===== config.mk =====
export PLATFORM = sky130hd
export DESIGN_NAME = dmct_stats
export DESIGN_NICKNAME = d
export VERILOG_FILES = /design/src/rtl/core/dmct_pkg.sv /design/src/rtl/core/dmct_stats.sv
export SDC_FILE = /design/constraint.sdc
export NUM_CORES = 1
export LEC_CHECK = 0
export ABC_AREA = 1
export BUFFER_PORTS_ARGS = -buffer_cell sky130_fd_sc_hd__buf_2
export CORE_ASPECT_RATIO = 0.8
export CORE_MARGIN = 10
export CORE_UTILIZATION = 45
export CTS_CLUSTER_DIAMETER = 100
export DETAILED_ROUTE_END_ITERATION = 12
export PLACE_DENSITY = 0.74
export SYNTH_ARGS = -nofsm -noshare
export SYNTH_HDL_FRONTEND = slang
export SYNTH_SLANG_ARGS = --single-unit

===== constraint.sdc =====
create_clock -name clock -period 2.7 [get_ports clock]
set_clock_uncertainty 0.15 [all_clocks]
set_input_delay 0.405 -clock clock [delete_from_list [all_inputs] [get_ports clock]]
set_output_delay 0.405 -clock clock [all_outputs]
set_load 0.05 [all_outputs]

===== src/rtl/core/dmct_pkg.sv =====
// Shared types and constants of the direct-mapped cache tag model.
package dmct_pkg;

   // Access kinds carried in the request beat.
   localparam logic [1:0] KIND_READ  = 2'd0;
   localparam logic [1:0] KIND_WRITE = 2'd1;
   localparam logic [1:0] KIND_FETCH = 2'd2;
   localparam logic [1:0] KIND_FLUSH = 2'd3;

   // Configuration register indexes and widths.
   localparam int CSR_INDEX_W = 3;
   localparam int CSR_DATA_W  = 4;
   localparam logic [CSR_INDEX_W-1:0] CSR_SPLIT_MODE       = 3'd0;
   localparam logic [CSR_INDEX_W-1:0] CSR_OFFSET_BITS      = 3'd1;
   localparam logic [CSR_INDEX_W-1:0] CSR_UNIFIED_SET_BITS = 3'd2;
   localparam logic [CSR_INDEX_W-1:0] CSR_INST_SET_BITS    = 3'd3;
   localparam logic [CSR_INDEX_W-1:0] CSR_DATA_SET_BITS    = 3'd4;

   // Reset values of the configuration registers.
   localparam logic       SPLIT_MODE_RESET  = 1'b0;
   localparam logic [3:0] OFFSET_BITS_RESET = 4'd4;
   localparam logic [3:0] SET_BITS_RESET    = 4'd8;

   // Block offset limits; a block holds at most 1024 words.
   localparam logic [3:0] OFFSET_MIN = 4'd2;
   localparam logic [3:0] OFFSET_MAX = 4'd12;
   localparam int         WORDS_W    = 11;
   localparam int         COUNT_W    = 32;

   typedef struct packed {
      logic [1:0]  kind;
      logic [31:0] address;
   } req_type;

   typedef struct packed {
      logic               hit;
      logic               cold_miss;
      logic               replaced;
      logic               dirty_victim;
      logic               class_is_inst;
      logic [COUNT_W-1:0] class_accesses;
      logic [COUNT_W-1:0] class_misses;
      logic [COUNT_W-1:0] class_replacements;
      logic [COUNT_W-1:0] fetch_words_total;
      logic [COUNT_W-1:0] copyback_words_total;
   } rsp_type;

   // Sequencer states: clearing pass, normal running, flush walk, flush tail.
   typedef enum logic [1:0] {
      ST_CLEAR,
      ST_RUN,
      ST_FLUSH,
      ST_DRAIN
   } state_type;

   // Sequencer status towards the lookup path.
   typedef struct packed {
      logic busy;
      logic clearing;
      logic flush_rd;
      logic flush_data_v;
      logic flush_last;
   } seq_ctl_type;

   // One statistics event per cycle from the lookup path and the flush walk.
   typedef struct packed {
      logic               acc_valid;
      logic               is_inst;
      logic               hit;
      logic               cold;
      logic               repl;
      logic               dvict;
      logic               flush_dirty;
      logic               flush_emit;
      logic [WORDS_W-1:0] words;
   } stat_ev_type;

endpackage


===== src/rtl/core/dmct_stats.sv =====
// Access, miss, replacement and word counters with the registered response.
module dmct_stats (
   input  logic                   clock,
   input  logic                   reset,
   input  dmct_pkg::stat_ev_type  ev,
   output logic                   rsp_strobe,
   output dmct_pkg::rsp_type      rsp_data
);
   import dmct_pkg::*;

   logic [COUNT_W-1:0] inst_acc_ff, inst_mis_ff, inst_rep_ff;
   logic [COUNT_W-1:0] data_acc_ff, data_mis_ff, data_rep_ff;
   logic [COUNT_W-1:0] fetch_ff, copyback_ff;
   logic [COUNT_W-1:0] cls_acc_in, cls_mis_in, cls_rep_in, fetch_in, copyback_in;
   logic [COUNT_W-1:0] words_ext;
   logic               strobe_ff;
   rsp_type            rsp_ff, rsp_in;

   // Updated counters of the charged class and the shared word totals.
   always_comb begin
      words_ext  = {{(COUNT_W-WORDS_W){1'b0}}, ev.words};
      cls_acc_in = (ev.is_inst ? inst_acc_ff : data_acc_ff)
                   + {{(COUNT_W-1){1'b0}}, ev.acc_valid};
      cls_mis_in = (ev.is_inst ? inst_mis_ff : data_mis_ff)
                   + {{(COUNT_W-1){1'b0}}, ev.acc_valid & ~ev.hit};
      cls_rep_in = (ev.is_inst ? inst_rep_ff : data_rep_ff)
                   + {{(COUNT_W-1){1'b0}}, ev.acc_valid & ev.repl};
      fetch_in   = fetch_ff + ((ev.acc_valid && !ev.hit) ? words_ext : '0);
      copyback_in = copyback_ff
                    + (((ev.acc_valid && ev.dvict) || ev.flush_dirty) ? words_ext : '0);
   end

   // Response beat; a flush reports the data class unchanged.
   always_comb begin
      rsp_in.hit                  = ev.acc_valid & ev.hit;
      rsp_in.cold_miss            = ev.acc_valid & ev.cold;
      rsp_in.replaced             = ev.acc_valid & ev.repl;
      rsp_in.dirty_victim         = ev.acc_valid & ev.dvict;
      rsp_in.class_is_inst        = ev.is_inst;
      rsp_in.class_accesses       = cls_acc_in;
      rsp_in.class_misses         = cls_mis_in;
      rsp_in.class_replacements   = cls_rep_in;
      rsp_in.fetch_words_total    = fetch_in;
      rsp_in.copyback_words_total = copyback_in;
   end

   // Counter registers.
   always_ff @(posedge clock) begin
      if (reset) begin
         inst_acc_ff <= '0;
         inst_mis_ff <= '0;
         inst_rep_ff <= '0;
         data_acc_ff <= '0;
         data_mis_ff <= '0;
         data_rep_ff <= '0;
         fetch_ff    <= '0;
         copyback_ff <= '0;
         strobe_ff   <= 1'b0;
      end else begin
         if (ev.acc_valid && ev.is_inst) begin
            inst_acc_ff <= cls_acc_in;
            inst_mis_ff <= cls_mis_in;
            inst_rep_ff <= cls_rep_in;
         end
         if (ev.acc_valid && !ev.is_inst) begin
            data_acc_ff <= cls_acc_in;
            data_mis_ff <= cls_mis_in;
            data_rep_ff <= cls_rep_in;
         end
         fetch_ff    <= fetch_in;
         copyback_ff <= copyback_in;
         strobe_ff   <= ev.acc_valid | ev.flush_emit;
      end
   end

   // Response payload register.
   always_ff @(posedge clock) begin
      rsp_ff <= rsp_in;
   end

   assign rsp_strobe = strobe_ff;
   assign rsp_data   = rsp_ff;

endmodule

=== After elaboration in Yosys (flattened, before gate mapping) ===
Cells that the tools add are included.

* Flip-flop bits (word level): 422
* Bits in latches: 0
* RAM bits: 0
* ROM bits: 0
* Input bits: 21
* Word-level logic and storage cells: 43
* Memories: 0

* $add $sub $neg: 5
* Multipliers: 0
* Divide/modulo/power cells: 0
* Magnitude comparators: 0
* Equal/unequal tests: 0
* Shift operators: 0
* Mux-type cells: 5
* Bitwise logic cells: 7
* Reductions and logical operators: 7

{| class="wikitable"
|+ Operators with widths
! cell !! number
|-
| 32-bit by 1-bit adder with 32-bit output || 3
|-
| 32-bit two-way mux || 3
|-
| 32-bit by 11-bit adder with 32-bit output || 2
|-
| 11-bit two-way mux || 2
|-
| 1-bit AND || 5
|-
| 1-bit logical AND || 4
|-
| 1-bit zero test || 2
|-
| 1-bit logical OR || 1
|-
| 1-bit inverter || 1
|-
| 1-bit OR || 1
|}

=== Depth between registers and ports, before layout ===
* Word-level depth: 4
* Mapped depth: 20
* Gate-level depth less buffers: 18

=== Worst setup path before layout ===
No wires, ideal clock.

* Path type: in2reg
* Start point: in ev[18] (netlist bit)
* End point: reg fetch_ff[12]
* Library setup time: 0.128 ns
* Arrival: 2.567 ns
* Required time: 2.422 ns
* Slack: -0.144 ns
* Stages: 18
* Path through: clkbuf_1 inv_1 nor2_1 inv_1 clkbuf_1 nor2_1 ha_1 fa_1 nand2_1 nand3_1 o21ai_0 inv_1 nand2_1 nand2_1 nand2_1 nand2_1 xnor2_1 nor2_1

* Cells in the longest elaborated chain, start to end: 3

{| class="wikitable"
|+ RTL lines
! element !! line !! RTL
|-
| start, declared || dmct_stats.sv:5 || <nowiki>input dmct_pkg::stat_ev_type ev,</nowiki>
|-
| 1-bit logical AND || dmct_stats.sv:28 || <nowiki>fetch_in = fetch_ff + ((ev.acc_valid && !ev.hit) ? words_ext : '0);</nowiki>
|-
| 11-bit two-way mux || dmct_stats.sv:28 ||
|-
| 32-bit by 11-bit adder with 32-bit output || dmct_stats.sv:28 ||
|-
| end signal, assigned || dmct_stats.sv:70 || <nowiki>fetch_ff <= fetch_in;</nowiki>
|-
| end, declared || dmct_stats.sv:13 || <nowiki>logic [COUNT_W-1:0] fetch_ff, copyback_ff;</nowiki>
|}

No other way between the ends.
A chain may end at the register's enable or synchronous reset.

=== Worst setup path in the final report ===
* Start point: in ev[13] (netlist bit)
* End point: reg copyback_ff[11]

* Cells in the longest elaborated chain, start to end: 4

{| class="wikitable"
|+ RTL lines
! element !! line !! RTL
|-
| 1-bit logical AND || dmct_stats.sv:30 || <nowiki>+ (((ev.acc_valid && ev.dvict) || ev.flush_dirty) ? words_ext : '0);</nowiki>
|-
| 1-bit logical OR || dmct_stats.sv:30 ||
|-
| 11-bit two-way mux || dmct_stats.sv:30 ||
|-
| 32-bit by 11-bit adder with 32-bit output || dmct_stats.sv:30 ||
|-
| via copyback_in[11] || dmct_stats.sv:14 || <nowiki>logic [COUNT_W-1:0] cls_acc_in, cls_mis_in, cls_rep_in, fetch_in, copyback_in;</nowiki>
|-
| end signal, assigned || dmct_stats.sv:71 || <nowiki>copyback_ff <= copyback_in;</nowiki>
|-
| end, declared || dmct_stats.sv:13 ||
|}

The timed path passes the listed nets, and every way through them passes these cells.

==> results_dict.tcl <==
set metrics [dict create \
    seq_area_um2 8450 \
    fp.dieArea_um2 52000 \
    die_x_um 252 \
    layout.filler_cells 4122 \
    port-buffer-count 186 \
    synth.yosys.seq_area_share 0.434 \
    grt_start_max_net_pins 112 \
    internal_power_uw 11400 \
    timing.critical_path.required_ps 3020 \
    drt-vias-per-instance 4.82 \
    highest_net_fanout_along_the_worst_path 8 \
    setup_total_negative_slack_ps 0 \
    track_usage 0.197 \
    worst_slew_pin_slew_ps 571 \
    net-switching-power_uw 4710 \
    synth.area.mux_share 0 \
    hold_violations 0 \
    synth.yosys.warnings 0 \
    cts.root.buffer_cell "clkbuf_16" \
    syn2layout_area_growth_pct 19.7 \
    finish.net_count 3172 \
    vias 17894 \
    route.final.wire_length_um 52000 \
    complex_gate_fraction_of_the_synthesized_area 0.0969 \
    reg2reg_depth 13 \
    dieHeight_um 206 \
    ant_nets 0 \
    combinational_share_of_power 0.172 \
    cellLeakagePower_uw 0.0116 \
    post_route_cells_drive_above_1_share 0.140 \
    routabilityCongestion 0.928 \
    global_route_wire_length_before_repair_um 84400 \
    vdd_drop_max_v 0.000405 \
    synth_largest_area_cell "dfxtp_1" \
    multi_input_comb_area_um2 8980 \
    postCtsSetupBuffers 0 \
    first_pass_iters 5 \
    critPathArrivalTime_ps 2870 \
    cts.reportedPaths.clkPinSlew_ps 60 \
    cp-start-kind "input port" \
    timing_max_transition_violations_final 0 \
    end_kind "flop" \
    largest_register_ffs 165 \
    finalSetupViolCount 0 \
    yosys.area_share.xor_xnor 0.0273 \
    max-slew-margin-rel 0.616 \
    ys_ff_latch 422 \
    post_synthesis_instance_area_um2 19400 \
    arithmetic_cell_share_of_the_synthesized_area_counting_full_adders_half_adders_and_majority_gates 0.0201 \
    main_combinational_cell_family_by_area_after_synthesis "simple AND/OR/NAND/NOR gates" \
    synth.net_count 2932 \
    placeable_core_region_um2 43000 \
    outcome "completed" \
    clock.fmax_mhz 392 \
    std_cell_rows 68 \
    rsz0062_at_grt "false" \
    p_clk_frac 0.402 \
    synth-simple-area-share 0.308 \
    post_synth_most_frequent_cells "nand2_1, inv_1, nor2_1" \
    number_of_buffers_inserted_during_clock_tree_synthesis 44 \
    power.density_cell_area_nw_per_um2 693 \
    htree_num_levels 2 \
    floorplan.io_pins 187 \
    insertion_delay_ps 580 \
    layout_min_cycle_time_ps 2550 \
    postSynthCellCount 2881 \
    global_route.overflow_total 0 \
    synth-edff-count 0 \
    switching_share_of_power 0.292 \
    numClockSinks 422 \
    syn_avg_cell_area_um2 6.75 \
    wire_per_inst_um 14.0 \
    maxCapViolCount 0 \
    dr_drc_count 0 \
    dominantRegCellSynth "dfxtp_1" \
    hold-path-cell-count 4 \
    synth_cell_types 37 \
    cts_max_path_buffers 3 \
    hold_path.class "input port to flop" \
    timing.final.crit_share 0.946 \
    floorplan.initialDensity 0.453 \
    netlist_top_cells_area "dfxtp_1, nand2_1, inv_1" \
    vias_in_the_first_global_route 16669 \
    drt_iter0_markers 1194 \
    timing.setup.critical_path_class "input port to flop" \
    yosysMostFrequentCell "nand2_1" \
    ffs_w_async_s_r_synth 0 \
    totalPowerFinal_uw 16100 \
    yosys.area.top_type_share 0.434 \
    grt_antenna_before_repair 0 \
    cts_tree "done" \
    dpl.hpwl_um 37100 \
    power_frac_seq 0.426 \
]
power by group through the flow:
stage          clock [uW]  sequential (uW)  combinational, uW
6_report             6480             6870               2780
5_1_grt              6860             6910               3030
4_1_cts              6650             6860               2700
3_5_place_dp            0             6990               2680
3_3_place_gp            0             6980               2660
2_1_floorplan           0             7720               1150
area by class of cell:
| cell class | count | area share |
|---|---|---|
| Clock inverter | 20 | 0.0130 |
| Multi-Input combinational cell | 1911 | 0.386 |
| Antenna cell | 1 | 0.000108 |
| Clock buffer | 59 | 0.0537 |
| Inverter | 455 | 0.0736 |
| Timing Repair Buffer | 287 | 0.0807 |
| Tap cell | 560 | 0.0301 |
| Sequential cell | 422 | 0.363 |
final timing paths:
kind	from	slack (ps)	to
worst min register to register	copyback_ff[29]	330	rsp_data[29]
worst max register to register	data_acc_ff[0]	490	data_acc_ff[20]
worst min-delay path	ev[18]	30	rsp_data[161]
worst max-delay path	ev[13]	150	copyback_ff[11]
kinds of logic after synthesis:
group / count (synthesis)
buffers and inverters: 548
AND/OR/NAND/NOR: 1465
AO/OA/AOI/OAI: 358
XOR/XNOR: 58
flip-flops: 422
adder cells (fa/ha/maj): 30
routing by layer:
metal	track usage	wire [um]	part of all wire	up-vias
met4	0.0739	1560	0.030	0
met1	0.261	24200	0.47	8043
met3	0.0347	3050	0.059	90
met2	0.316	23200	0.45	438
met5	0	0	0	-
li1	-	-	-	9323
stage by stage:
stage | instance area (um^2) | hold slack (ps) | cells | setup WS (ps) | utilization
6_report | 23300 | 25.8 | 3715 | 147 | 0.542
5_1_grt | 23300 | 19.5 | 3714 | 21.0 | 0.542
2_1_floorplan | 19500 | 283 | 2881 | -1.95 | -
3_5_place_dp | 21500 | 322 | 3631 | -150 | 0.500
4_1_cts | 23100 | 3.34 | 3715 | 37.6 | 0.538
3_3_place_gp | 21500 | 304 | 3631 | -100 | 0.500
critical path, stage by stage:
cell and delay (ps):
dlygate4sd3_1 600, nand2_1 70, inv_1 60, nor2_1 40, buf_4 150, nor2_1 180, ha_4 250, a21oi_2 170
a21boi_0 200, nand2_1 200, nand2_1 130, nand2_2 90, xor2_1 160, and2_1 150
repair_timing:
action,4_1_cts,5_1_grt
hold buffers,5,0
gates resized for setup,0,47
setup endpoints to repair,0,51
endpoints found under the hold margin,5,0
cell usage in the layout (no fill, tap or decap), types with 3 or more instances in the layout:
cell type      instances
nand2_1              773
nand2_2               21
xor2_2                 4
buf_6                  5
buf_2                183
dfxtp_1              422
clkinv_2               7
ha_1                  25
nor2_2                16
nand4_1               10
a21oi_2                5
ha_4                   3
clkinvlp_4             3
dlygate4sd3_1          5
o21bai_1               6
nand3_1              147
nand3b_1              30
clkbuf_16             46
a21oi_1              139
xor2_1                43
and2_1                12
o21ai_0              139
nor3_1                13
buf_12                12
bufinv_16              7
clkbuf_1               8
nor4_1                 6
clkbuf_8               5
inv_2                  3
xnor2_1               11
inv_1                450
buf_4                 82
o21ai_2               18
nor2_4                 8
o21ai_1               46
nor2_1               420
Note: power is estimated with default switching activity, not from simulation.
